<file path="config.mk">
export PLATFORM = sky130hd
export DESIGN_NAME = triangle_edge_function_rasterizer_flat
export DESIGN_NICKNAME = d
export VERILOG_FILES = /design/src/design/tefr_pkg.sv /design/src/design/tefr_channels.sv /design/src/design/triangle_edge_function_rasterizer.sv /design/src/flat_wrapper.sv
export SDC_FILE = /design/constraint.sdc
export NUM_CORES = 2
export LEC_CHECK = 0
export ABC_AREA = 0
export BUFFER_PORTS_ARGS = -buffer_cell sky130_fd_sc_hd__buf_2
export CAP_MARGIN = 5
export CORE_MARGIN = 8
export CORE_UTILIZATION = 40
export CTS_BUF_LIST = sky130_fd_sc_hd__clkbuf_4
export CTS_CLUSTER_DIAMETER = 60
export DETAILED_ROUTE_END_ITERATION = 8
export SYNTH_ARGS = -nofsm -noshare
export SYNTH_HDL_FRONTEND = slang
export SYNTH_SLANG_ARGS = --single-unit
export TNS_END_PERCENT = 10
</file>
<file path="constraint.sdc">
create_clock -name clk -period 8 [get_ports clk]
set_input_delay 0.8 -clock clk [delete_from_list [all_inputs] [get_ports clk]]
set_output_delay 0.8 -clock clk [all_outputs]
set_load 0.03 [all_outputs]
</file>
<file path="src/design/tefr_pkg.sv">
// ----------------------------------------------------------------------------
// tefr_pkg: shared types and constants of the triangle rasterizer
// Field widths, configuration register indexes and the fixed-point widths
// used by the edge function datapath.
// ----------------------------------------------------------------------------
package tefr_pkg;

    // Beat field widths
    localparam int PIX_X_W    = 10;
    localparam int PIX_Y_W    = 9;
    localparam int ADDR_W     = 19;
    localparam int COLOR_W    = 32;

    // Configuration port
    localparam int VERT_W     = 12;
    localparam int CFG_IDX_W  = 3;
    localparam int CFG_DATA_W = 32;

    // Screen dimensions are carried at this width (range 1 .. 2047)
    localparam int SCR_DIM_W  = 11;

    // Edge datapath: coordinate differences, products, edge values
    localparam int DIFF_W     = VERT_W + 1;
    localparam int PROD_W     = 2 * DIFF_W;
    localparam int EDGE_W     = PROD_W + 1;

    typedef enum logic [CFG_IDX_W-1:0] {
        REG_VERTEX_A_X = 3'd0,
        REG_VERTEX_A_Y = 3'd1,
        REG_VERTEX_B_X = 3'd2,
        REG_VERTEX_B_Y = 3'd3,
        REG_VERTEX_C_X = 3'd4,
        REG_VERTEX_C_Y = 3'd5,
        REG_FILL_COLOR = 3'd6
    } cfg_reg_t;

    typedef logic signed [VERT_W-1:0] vert_t;
    typedef logic signed [DIFF_W-1:0] diff_t;
    typedef logic signed [PROD_W-1:0] prod_t;
    typedef logic signed [EDGE_W-1:0] edge_t;

    // Sign of an edge value: negative flag and nonzero flag
    typedef struct packed {
        logic neg;
        logic nz;
    } edge_sign_t;

endpackage

</file>
<file path="src/design/tefr_channels.sv">
// ----------------------------------------------------------------------------
// tefr channels: valid/ready interfaces of the triangle rasterizer
// Configuration write channel, pixel input channel and result channel.
// ----------------------------------------------------------------------------
interface tefr_cfg_if;
    import tefr_pkg::*;

    logic                  valid;
    logic                  ready;
    logic [CFG_IDX_W-1:0]  index;
    logic [CFG_DATA_W-1:0] data;

    modport source (output valid, output index, output data, input ready);
    modport sink   (input valid, input index, input data, output ready);
endinterface

interface tefr_pixel_if;
    import tefr_pkg::*;

    logic               valid;
    logic               ready;
    logic [PIX_X_W-1:0] pixel_x;
    logic [PIX_Y_W-1:0] pixel_y;

    modport source (output valid, output pixel_x, output pixel_y, input ready);
    modport sink   (input valid, input pixel_x, input pixel_y, output ready);
endinterface

interface tefr_result_if;
    import tefr_pkg::*;

    logic               valid;
    logic               ready;
    logic               write_enable;
    logic [ADDR_W-1:0]  pixel_address;
    logic [COLOR_W-1:0] pixel_color;

    modport source (output valid, output write_enable, output pixel_address,
                    output pixel_color, input ready);
    modport sink   (input valid, input write_enable, input pixel_address,
                    input pixel_color, output ready);
endinterface

</file>
<file path="src/design/triangle_edge_function_rasterizer.sv">
// ----------------------------------------------------------------------------
// triangle_edge_function_rasterizer: half-space triangle coverage test
// Tests one raster pixel per beat against the triangle set by three signed
// vertices and emits a framebuffer write: enable, linear address, color.
// ----------------------------------------------------------------------------
//
//  channel  role    carries                                 handshake
//  -------  ------  --------------------------------------  -----------
//  cfg      sink    register index, write data              valid/ready
//  pixel    sink    pixel_x, pixel_y                        valid/ready
//  result   source  write_enable, pixel_address, color      valid/ready
//
// One beat in and one beat out per clock when result.ready stays high.
// Each beat passes the difference, multiply, edge sum and decision stages.
// The per-stage ready chain fills bubbles, so a stalled output only blocks
// input once all four stages hold a beat; a stall drops and repeats nothing.
// Reset clears the stage valid bits and all configuration registers to 0.
// The cfg channel is always ready; write it only while the pipeline is empty.
//
// Each edge P->Q is evaluated as F = (Qx-Px)*(y-Py) - (Qy-Py)*(x-Px), which
// is the negated edge function. The inside sign of every edge follows from
// the sign of the triangle orientation O = (b-a) x (c-a): edge a-b is inside
// where F has the sign of O, edges c-b and a-c where F has the opposite sign.
// A zero orientation (collinear vertices) or a zero F never draws.
// ----------------------------------------------------------------------------
module triangle_edge_function_rasterizer #(
    parameter int SCREEN_WIDTH  = 800,
    parameter int SCREEN_HEIGHT = 480
) (
    input  logic          clk,
    input  logic          rst_n,
    tefr_cfg_if.sink      cfg,
    tefr_pixel_if.sink    pixel,
    tefr_result_if.source result
);
    import tefr_pkg::*;

    localparam logic [SCR_DIM_W-1:0] WIDTH_C  = SCR_DIM_W'(SCREEN_WIDTH);
    localparam logic [SCR_DIM_W-1:0] HEIGHT_C = SCR_DIM_W'(SCREEN_HEIGHT);

    // ------------------------------------------------------------------------
    // Configuration registers
    // ------------------------------------------------------------------------
    vert_t              va_x_reg, va_y_reg;
    vert_t              vb_x_reg, vb_y_reg;
    vert_t              vc_x_reg, vc_y_reg;
    logic [COLOR_W-1:0] fill_color_reg;

    assign cfg.ready = 1'b1;

    always_ff @(posedge clk or negedge rst_n)
    begin
        if (!rst_n)
        begin
            va_x_reg       <= '0;
            va_y_reg       <= '0;
            vb_x_reg       <= '0;
            vb_y_reg       <= '0;
            vc_x_reg       <= '0;
            vc_y_reg       <= '0;
            fill_color_reg <= '0;
        end
        else if (cfg.valid)
        begin
            case (cfg_reg_t'(cfg.index))
                REG_VERTEX_A_X: va_x_reg       <= cfg.data[VERT_W-1:0];
                REG_VERTEX_A_Y: va_y_reg       <= cfg.data[VERT_W-1:0];
                REG_VERTEX_B_X: vb_x_reg       <= cfg.data[VERT_W-1:0];
                REG_VERTEX_B_Y: vb_y_reg       <= cfg.data[VERT_W-1:0];
                REG_VERTEX_C_X: vc_x_reg       <= cfg.data[VERT_W-1:0];
                REG_VERTEX_C_Y: vc_y_reg       <= cfg.data[VERT_W-1:0];
                REG_FILL_COLOR: fill_color_reg <= cfg.data[COLOR_W-1:0];
                default:        ;   // unmapped index: drop the write
            endcase
        end
    end

    // ------------------------------------------------------------------------
    // Stage enables: a stage loads when it is empty or its successor loads
    // ------------------------------------------------------------------------
    logic v1_reg, v2_reg, v3_reg, v4_reg;
    logic en1, en2, en3, en4;

    assign en4 = !v4_reg || result.ready;
    assign en3 = !v3_reg || en4;
    assign en2 = !v2_reg || en3;
    assign en1 = !v1_reg || en2;

    assign pixel.ready = en1;

    always_ff @(posedge clk or negedge rst_n)
    begin
        if (!rst_n)
        begin
            v1_reg <= 1'b0;
            v2_reg <= 1'b0;
            v3_reg <= 1'b0;
            v4_reg <= 1'b0;
        end
        else
        begin
            if (en1) v1_reg <= pixel.valid;
            if (en2) v2_reg <= v1_reg;
            if (en3) v3_reg <= v2_reg;
            if (en4) v4_reg <= v3_reg;
        end
    end

    // ------------------------------------------------------------------------
    // Stage 1: coordinate differences and screen bounds
    // ------------------------------------------------------------------------
    diff_t x_s, y_s;
    diff_t ax_e, ay_e, bx_e, by_e, cx_e, cy_e;

    assign x_s  = {{(DIFF_W-PIX_X_W){1'b0}}, pixel.pixel_x};
    assign y_s  = {{(DIFF_W-PIX_Y_W){1'b0}}, pixel.pixel_y};
    assign ax_e = {va_x_reg[VERT_W-1], va_x_reg};
    assign ay_e = {va_y_reg[VERT_W-1], va_y_reg};
    assign bx_e = {vb_x_reg[VERT_W-1], vb_x_reg};
    assign by_e = {vb_y_reg[VERT_W-1], vb_y_reg};
    assign cx_e = {vc_x_reg[VERT_W-1], vc_x_reg};
    assign cy_e = {vc_y_reg[VERT_W-1], vc_y_reg};

    diff_t              dxa_s1_reg, dya_s1_reg, dxc_s1_reg, dyc_s1_reg;
    diff_t              ex1_s1_reg, ey1_s1_reg;
    diff_t              ex2_s1_reg, ey2_s1_reg;
    diff_t              ex3_s1_reg, ey3_s1_reg;
    logic [PIX_X_W-1:0] x_s1_reg;
    logic [PIX_Y_W-1:0] y_s1_reg;
    logic               on_s1_reg;

    always_ff @(posedge clk)
    begin
        if (en1 && pixel.valid)
        begin
            // pixel relative to the start vertex of each edge (a or c)
            dxa_s1_reg <= x_s - ax_e;
            dya_s1_reg <= y_s - ay_e;
            dxc_s1_reg <= x_s - cx_e;
            dyc_s1_reg <= y_s - cy_e;
            // edge directions: a->b, c->b, a->c
            ex1_s1_reg <= bx_e - ax_e;
            ey1_s1_reg <= by_e - ay_e;
            ex2_s1_reg <= bx_e - cx_e;
            ey2_s1_reg <= by_e - cy_e;
            ex3_s1_reg <= cx_e - ax_e;
            ey3_s1_reg <= cy_e - ay_e;
            x_s1_reg   <= pixel.pixel_x;
            y_s1_reg   <= pixel.pixel_y;
            on_s1_reg  <= ({1'b0, pixel.pixel_x} < WIDTH_C)
                       && ({2'b00, pixel.pixel_y} < HEIGHT_C);
        end
    end

    // ------------------------------------------------------------------------
    // Stage 2: cross-product terms and row base address
    // ------------------------------------------------------------------------
    logic [PIX_Y_W+SCR_DIM_W-1:0] row_base;

    assign row_base = y_s1_reg * WIDTH_C;

    prod_t              p1a_s2_reg, p1b_s2_reg;
    prod_t              p2a_s2_reg, p2b_s2_reg;
    prod_t              p3a_s2_reg, p3b_s2_reg;
    prod_t              oa_s2_reg, ob_s2_reg;
    logic [ADDR_W-1:0]  row_s2_reg;
    logic [PIX_X_W-1:0] x_s2_reg;
    logic               on_s2_reg;

    always_ff @(posedge clk)
    begin
        if (en2 && v1_reg)
        begin
            p1a_s2_reg <= ex1_s1_reg * dya_s1_reg;
            p1b_s2_reg <= ey1_s1_reg * dxa_s1_reg;
            p2a_s2_reg <= ex2_s1_reg * dyc_s1_reg;
            p2b_s2_reg <= ey2_s1_reg * dxc_s1_reg;
            p3a_s2_reg <= ex3_s1_reg * dya_s1_reg;
            p3b_s2_reg <= ey3_s1_reg * dxa_s1_reg;
            // triangle orientation (b-a) x (c-a)
            oa_s2_reg  <= ex1_s1_reg * ey3_s1_reg;
            ob_s2_reg  <= ey1_s1_reg * ex3_s1_reg;
            row_s2_reg <= row_base[ADDR_W-1:0];
            x_s2_reg   <= x_s1_reg;
            on_s2_reg  <= on_s1_reg;
        end
    end

    // ------------------------------------------------------------------------
    // Stage 3: edge values reduced to sign flags, address sum
    // ------------------------------------------------------------------------
    edge_t f1, f2, f3, orient;

    assign f1     = EDGE_W'(p1a_s2_reg) - EDGE_W'(p1b_s2_reg);
    assign f2     = EDGE_W'(p2a_s2_reg) - EDGE_W'(p2b_s2_reg);
    assign f3     = EDGE_W'(p3a_s2_reg) - EDGE_W'(p3b_s2_reg);
    assign orient = EDGE_W'(oa_s2_reg)  - EDGE_W'(ob_s2_reg);

    edge_sign_t        f1_s3_reg, f2_s3_reg, f3_s3_reg, o_s3_reg;
    logic [ADDR_W-1:0] addr_s3_reg;
    logic              on_s3_reg;

    always_ff @(posedge clk)
    begin
        if (en3 && v2_reg)
        begin
            f1_s3_reg   <= '{neg: f1[EDGE_W-1],     nz: |f1};
            f2_s3_reg   <= '{neg: f2[EDGE_W-1],     nz: |f2};
            f3_s3_reg   <= '{neg: f3[EDGE_W-1],     nz: |f3};
            o_s3_reg    <= '{neg: orient[EDGE_W-1], nz: |orient};
            addr_s3_reg <= row_s2_reg + {{(ADDR_W-PIX_X_W){1'b0}}, x_s2_reg};
            on_s3_reg   <= on_s2_reg;
        end
    end

    // ------------------------------------------------------------------------
    // Stage 4: coverage decision into the output register
    // ------------------------------------------------------------------------
    logic covered;

    assign covered = on_s3_reg && o_s3_reg.nz
                  && f1_s3_reg.nz && f2_s3_reg.nz && f3_s3_reg.nz
                  && (f1_s3_reg.neg == o_s3_reg.neg)
                  && (f2_s3_reg.neg != o_s3_reg.neg)
                  && (f3_s3_reg.neg != o_s3_reg.neg);

    logic               we_reg;
    logic [ADDR_W-1:0]  addr_reg;
    logic [COLOR_W-1:0] color_reg;

    always_ff @(posedge clk)
    begin
        if (en4 && v3_reg)
        begin
            we_reg    <= covered;
            addr_reg  <= addr_s3_reg;
            color_reg <= fill_color_reg;
        end
    end

    assign result.valid         = v4_reg;
    assign result.write_enable  = we_reg;
    assign result.pixel_address = addr_reg;
    assign result.pixel_color   = color_reg;

`ifndef SYNTHESIS
    // Input backs up only when every stage is full and the sink stalls
    a_ready_low_only_when_full: assert property (@(posedge clk) disable iff (!rst_n)
        !pixel.ready |-> (v1_reg && v2_reg && v3_reg && result.valid && !result.ready))
        else $error("pixel input stalled with room in the pipeline");

    // With a ready sink an accepted beat reaches the output once it has passed every stage
    a_latency: assert property (@(posedge clk) disable iff (!rst_n)
        (pixel.valid && pixel.ready) ##1 result.ready ##1 result.ready ##1 result.ready
        |=> result.valid)
        else $error("accepted pixel did not reach the output");

    // A pixel right of the screen never draws
    a_offscreen_no_draw: assert property (@(posedge clk) disable iff (!rst_n)
        (pixel.valid && pixel.ready && ({1'b0, pixel.pixel_x} >= WIDTH_C))
        ##1 result.ready ##1 result.ready ##1 result.ready
        |=> (result.valid && !result.write_enable))
        else $error("off-screen pixel drew");
`endif

endmodule

</file>
<file path="src/flat_wrapper.sv">
// flat-port wrapper written by rule: the top's interface ports become plain ports
module triangle_edge_function_rasterizer_flat import tefr_pkg::*;
#(
    parameter int SCREEN_WIDTH  = 800,
    parameter int SCREEN_HEIGHT = 480
)
  (clk, rst_n, cfg_valid, cfg_index, cfg_data, cfg_ready, pixel_valid, pixel_pixel_x, pixel_pixel_y, pixel_ready, result_valid, result_write_enable, result_pixel_address, result_pixel_color, result_ready);
  tefr_cfg_if cfg_i ();
  tefr_pixel_if pixel_i ();
  tefr_result_if result_i ();
  input  logic clk;
  input  logic rst_n;
  input wire logic [$bits(cfg_i.valid)-1:0] cfg_valid;
  input wire logic [$bits(cfg_i.index)-1:0] cfg_index;
  input wire logic [$bits(cfg_i.data)-1:0] cfg_data;
  output wire logic [$bits(cfg_i.ready)-1:0] cfg_ready;
  input wire logic [$bits(pixel_i.valid)-1:0] pixel_valid;
  input wire logic [$bits(pixel_i.pixel_x)-1:0] pixel_pixel_x;
  input wire logic [$bits(pixel_i.pixel_y)-1:0] pixel_pixel_y;
  output wire logic [$bits(pixel_i.ready)-1:0] pixel_ready;
  output wire logic [$bits(result_i.valid)-1:0] result_valid;
  output wire logic [$bits(result_i.write_enable)-1:0] result_write_enable;
  output wire logic [$bits(result_i.pixel_address)-1:0] result_pixel_address;
  output wire logic [$bits(result_i.pixel_color)-1:0] result_pixel_color;
  input wire logic [$bits(result_i.ready)-1:0] result_ready;
  assign cfg_i.valid = cfg_valid;
  assign cfg_i.index = cfg_index;
  assign cfg_i.data = cfg_data;
  assign cfg_ready = cfg_i.ready;
  assign pixel_i.valid = pixel_valid;
  assign pixel_i.pixel_x = pixel_pixel_x;
  assign pixel_i.pixel_y = pixel_pixel_y;
  assign pixel_ready = pixel_i.ready;
  assign result_valid = result_i.valid;
  assign result_write_enable = result_i.write_enable;
  assign result_pixel_address = result_i.pixel_address;
  assign result_pixel_color = result_i.pixel_color;
  assign result_i.ready = result_ready;
  triangle_edge_function_rasterizer #(.SCREEN_WIDTH(SCREEN_WIDTH), .SCREEN_HEIGHT(SCREEN_HEIGHT)) u_core (.clk(clk), .rst_n(rst_n), .cfg(cfg_i), .pixel(pixel_i), .result(result_i));
endmodule
</file>
After elaboration in Yosys (flattened, before gate mapping). Index checks and enable logic that the tools add are counted.

Add/subtract/negate cells: 15. Multiply operators: 9. Order comparisons: 2. Equal/unequal tests: 9. Reduce and logical (&&, ||, !) cells: 32.

Operator list (number): $mul A13 B13 Y26 (8); $reduce_or A27 Y1 (4); $sub A26 B26 Y27 (4); $sub A12 B12 Y13 (6); $sub A10 B12 Y13 (2); $sub A11 B12 Y13 (2); $add A19 B10 Y19 (1); $mul A9 B5 Y14 const B (1); $reduce_and A2 Y1 (7); $logic_and A1 B1 Y1 (12); $lt A10 B10 Y1 const B (1); $eq A3 B3 Y1 const B (3); $lt A9 B9 Y1 const B (1); $eq A3 B2 Y1 const B (2); $logic_not A1 Y1 (4); $logic_or A1 B1 Y1 (4); $eq A3 B1 Y1 const B (1); $logic_not A3 Y1 (1); $ne A1 B1 Y1 (2); $eq A1 B1 Y1 (1).

Bits in registers: 571. Bits of input ports: 59. Output and inout bits: 55. Logic and storage cells: 115.

Longest topological paths before layout.
Depth in word-level cells: 7. Depth in mapped cells: 26. Depth with buffers taken out: 25.

Worst setup path after synthesis. Ideal clock, no wire load.

Path kind: input-to-reg. Start: input result_ready. End: register u_core.oa_s2_reg[0], enable pin. Arrival: 6252 ps. Data required time: 7378 ps. Slack: 1125 ps. Cell stages on the path: 3. Buffers on the path: 0. Cell sequence: nor2b_1 nand3_1 and2_1.

Longest elaborated chain between the ends: 4.

RTL lines: start, declared (RTL line flat_wrapper.sv:25) `input wire logic [$bits(result_i.ready)-1:0] result_ready;`; $logic_or A1 B1 Y1 (RTL line triangle_edge_function_rasterizer.sv:84) `assign en4 = !v4_reg || result.ready;`; $logic_or A1 B1 Y1 (RTL line triangle_edge_function_rasterizer.sv:85) `assign en3 = !v3_reg || en4;`; $logic_or A1 B1 Y1 (RTL line triangle_edge_function_rasterizer.sv:86) `assign en2 = !v2_reg || en3;`; $logic_and A1 B1 Y1 (RTL line triangle_edge_function_rasterizer.sv:172) `if (en2 && v1_reg)`; end signal, assigned (RTL line triangle_edge_function_rasterizer.sv:181) `oa_s2_reg <= ex1_s1_reg * ey3_s1_reg;`; end, declared (RTL line triangle_edge_function_rasterizer.sv:165) `prod_t oa_s2_reg, ob_s2_reg;`.

Every way passes these cells. A chain may end at the register's enable or synchronous reset.

Worst setup path in the final report.
Start: register u_core.ey1_s1_reg[2]. End: register u_core.p1b_s2_reg[21] (data pin).

Longest elaborated chain between the ends: 1.

RTL lines: start, declared (RTL line triangle_edge_function_rasterizer.sv:125) `diff_t ex1_s1_reg, ey1_s1_reg;`; start signal, assigned (RTL line triangle_edge_function_rasterizer.sv:143) `ey1_s1_reg <= by_e - ay_e;`; $mul A13 B13 Y26 (RTL line triangle_edge_function_rasterizer.sv:175) `p1b_s2_reg <= ey1_s1_reg * dxa_s1_reg;`; end signal, assigned (RTL line triangle_edge_function_rasterizer.sv:175); end, declared (RTL line triangle_edge_function_rasterizer.sv:162) `prod_t p1a_s2_reg, p1b_s2_reg;`.

Every way passes these cells.

==> out/summary.log <==
[yosys] EDFF count, synth 463
[drt] Routed WL per cell 19.5 µm
[worst_setup_path] worst endpoint data arrival time 7.81 ns
[timing] slew at the pin closest to its max-slew limit 1.42 ns
[cells_and_area] Layout Nets 10.4k
[placement] Routability Congestion 0.910
[worst_setup_path] crit path kind flip-flop to flip-flop
[timing] final clock period utilization by the worst path 0.871
[placement] post-detailed-placement half-perimeter wirelength 175000 µm
[floorplanning] Die Span Y 462 µm
[timing] count of final max-slew check failures 0
[clock_tree] CTS Hold Buffers Added 57
[clock_tree] total clock sinks 571
[placement] count of buffers inserted at the top-level ports 112
[grt] number of antenna violations at the first check in global routing 19
[floorplanning] Die ar. 214000 µm²
[worst_setup_path] largest fanout on the critical path 16
[clock_tree] clock-pin slew reported for the worst setup and hold paths after clock tree synthesis 0.07 ns
[run_status] outcome finished clean
[cells_and_area] fraction of final layout cells sized beyond drive strength 1 0.0701
[floorplanning] Initial Utilization 0.401
[drt] DRC errors left 0
[grt] Congestion Overflow GR 0
[yosys] Main synth FF type edfxtp_1
[yosys] post-synthesis instance area 79700 µm²
[timing] remaining max-slew budget at the tightest pin 0.0554
[drt] drt via density 5.08
[yosys] most area-hungry cell type in the Yosys netlist fa_1
[clock_tree] maximum level of the CTS H-tree 4
[floorplanning] chip width 462 µm
[clock_tree] CTS tree yes
[worst_setup_path] kind of capture point of the worst setup path flip-flop
[yosys] number of library cell types mapped by synthesis 81
[yosys] Syn. warnings 0
[worst_setup_path] data required time of the worst path 8.85 ns
[timing] number of endpoints failing setup at the final stage 0
[worst_setup_path] R2R setup slack 1.03 ns
[clock_tree] Root Buffer Master clkbuf_4
[yosys] post-synth top area share 0.330
[drt] vias after detailed routing 55.8k
[drt] remaining antenna violation count after routing 0
[timing] RSZ-0062 raised after global routing false
[clock_tree] clk buf depth 3
[yosys] post-synth net total 10.1k
[cells_and_area] synthesis-to-finish area growth 8.20%
[yosys] share of synthesized area occupied by flip-flops and latches 0.208
[drt] number of detailed-route iterations in the first pass 6
[flow_run] reported max-cap violation count 0
[timing] post-layout min period 6.97 ns
[grt] first-pass GRT wire length 341000 µm
[yosys] Synth Instances 7989
[cells_and_area] number of fill cells 19.1k
[grt] maximum number of pins on one net before global-route repair 136
[cells_and_area] most frequent standard cell in the layout excluding fill and tap cells inv_1
[drt] routed wire length 215000 µm
[floorplanning] placement row count 164
[timing] worst-case clock skew 0.0888 ns
[yosys] average cell area after synthesis 9.97 µm²
[worst_hold_path] path type of the worst min-delay path input port to flip-flop
[yosys] top cells by area, synth fa_1 33%, edfxtp_1 17%, ha_1 12%, inv_1 7.9%, and2_1 4.7%
[clock_tree] clock latency on the worst-skew pair 1.21 ns
[yosys] ys async rst share 0.189
[worst_setup_path] Worst Setup Start Kind flip-flop
[clock_tree] post-cts sizing count 0
[timing] Final TNS setup 0 ns
[timing] maximum clock frequency 144 MHz
[grt] number of global-route vias before repair 60.5k
[yosys] FF+latch count, synth 571
[timing] final hold violation count 0
[grt] All-Layer GR Usage 0.203
[cells_and_area] commonest cells after routing, fill and taps aside 1672 x inv_1, 1315 x fa_1, 852 x nand2_1
[floorplanning] Floorplan Core Area 199000 µm²
[floorplanning] I/O pin total 114
[clock_tree] TritonCTS buffer count 165
[drt] Initial DRC Count 3556
[clock_tree] post-CTS setup-driven buffer insertion count 0
critical path, stage by stage, from the launching register on:
cell,delay [ns]
edfxtp_1,0.98
buf_4,0.33
and2_1,0.17
fa_1,0.40
inv_1,0.09
fa_1,0.40
inv_1,0.06
ha_1,0.22
ha_1,0.28
inv_1,0.05
fa_1,0.48
inv_1,0.05
ha_1,0.28
ha_1,0.17
inv_1,0.06
fa_1,0.46
nor2b_1,0.17
o21a_1,0.15
o21ai_0,0.14
a21oi_1,0.32
a211oi_1,0.13
o21bai_1,0.36
a31oi_1,0.17
nor2b_1,0.17
xnor2_1,0.51
cell usage after synthesis, drive strengths merged (74+ instances only):
master	count
edfxtp	463
nor2	287
nand2b	102
ha	786
o21ai	231
xor2	84
nand2	852
a21oi	202
clkbuf	226
fa	1315
and2	603
dfrtp	108
a21o	95
inv	1672
nor2b	74
xnor2	248
layout make-up:
type                    count  area [µm²]  area share
clock buffers             218        1640      0.0190
inverters                1678        6300      0.0731
diodes                     10        25.0    0.000290
well taps                2656        3320      0.0385
clock inverters            77         475     0.00551
flip-flops and latches    571       16600       0.193
multi-input cells        5508       55900       0.649
repair buffers            270        1930      0.0223
through the flow:
| step | setup WS, ns | hold WS [ns] | utilization | cell area, µm² | instances |
|---|---|---|---|---|---|
| floorplan | 1.13 | 0.400 | - | 79700 | 7989 |
| global placement | 1.17 | 0.402 | 0.420 | 83500 | 10626 |
| detailed placement | 1.16 | 0.406 | 0.420 | 83500 | 10626 |
| CTS | 1.14 | 0.0593 | 0.433 | 86200 | 10978 |
| global route | 0.714 | 0.152 | 0.434 | 86200 | 10983 |
| finish | 1.03 | 0.252 | 0.434 | 86200 | 10988 |
logic make-up (layout without fill, tap and decap cells):
kind of cell / count (synthesis) / in the layout / share of synthesized area
other: 1 / 11 / 0.0000471
multiplexers: 81 / 81 / 0.0113
buffers and inverters: 1910 / 2243 / 0.0901
flip-flops: 571 / 571 / 0.208
AO/OA/AOI/OAI: 836 / 836 / 0.0673
AND/OR/NAND/NOR: 2157 / 2157 / 0.132
XOR/XNOR: 332 / 332 / 0.0365
adder cells (fa/ha/maj): 2101 / 2101 / 0.454
path summary, 6_finish.rpt:
path                                                        end  cells after the start                           start
min in group asynchronous  u_core.fill_color_reg[0]$_DFFE_PN0P_                      4                           rst_n
max reg2reg                     u_core.p1b_s2_reg[21]$_DFFE_PP_                     24  u_core.ey1_s1_reg[2]$_DFFE_PP_
max in group asynchronous        u_core.vb_x_reg[6]$_DFFE_PN0P_                      4                           rst_n
max                             u_core.p1b_s2_reg[21]$_DFFE_PP_                     24  u_core.ey1_s1_reg[2]$_DFFE_PP_
min                              u_core.vb_x_reg[0]$_DFFE_PN0P_                      4                    cfg_index[0]
min reg2reg                     u_core.addr_s3_reg[0]$_DFFE_PP_                      0    u_core.x_s2_reg[0]$_DFFE_PP_
metal layers:
layer	up-vias	track usage	wire [µm]
met5	-	0	13
met4	2	0.0758	8700
met3	339	0.0387	14000
met2	1603	0.320	96500
met1	28356	0.277	95400
li1	25492	-	-
Power is left out: the tool's default activity adds up to more than one toggle a clock period on the data nets, which glitch-free logic cannot reach.
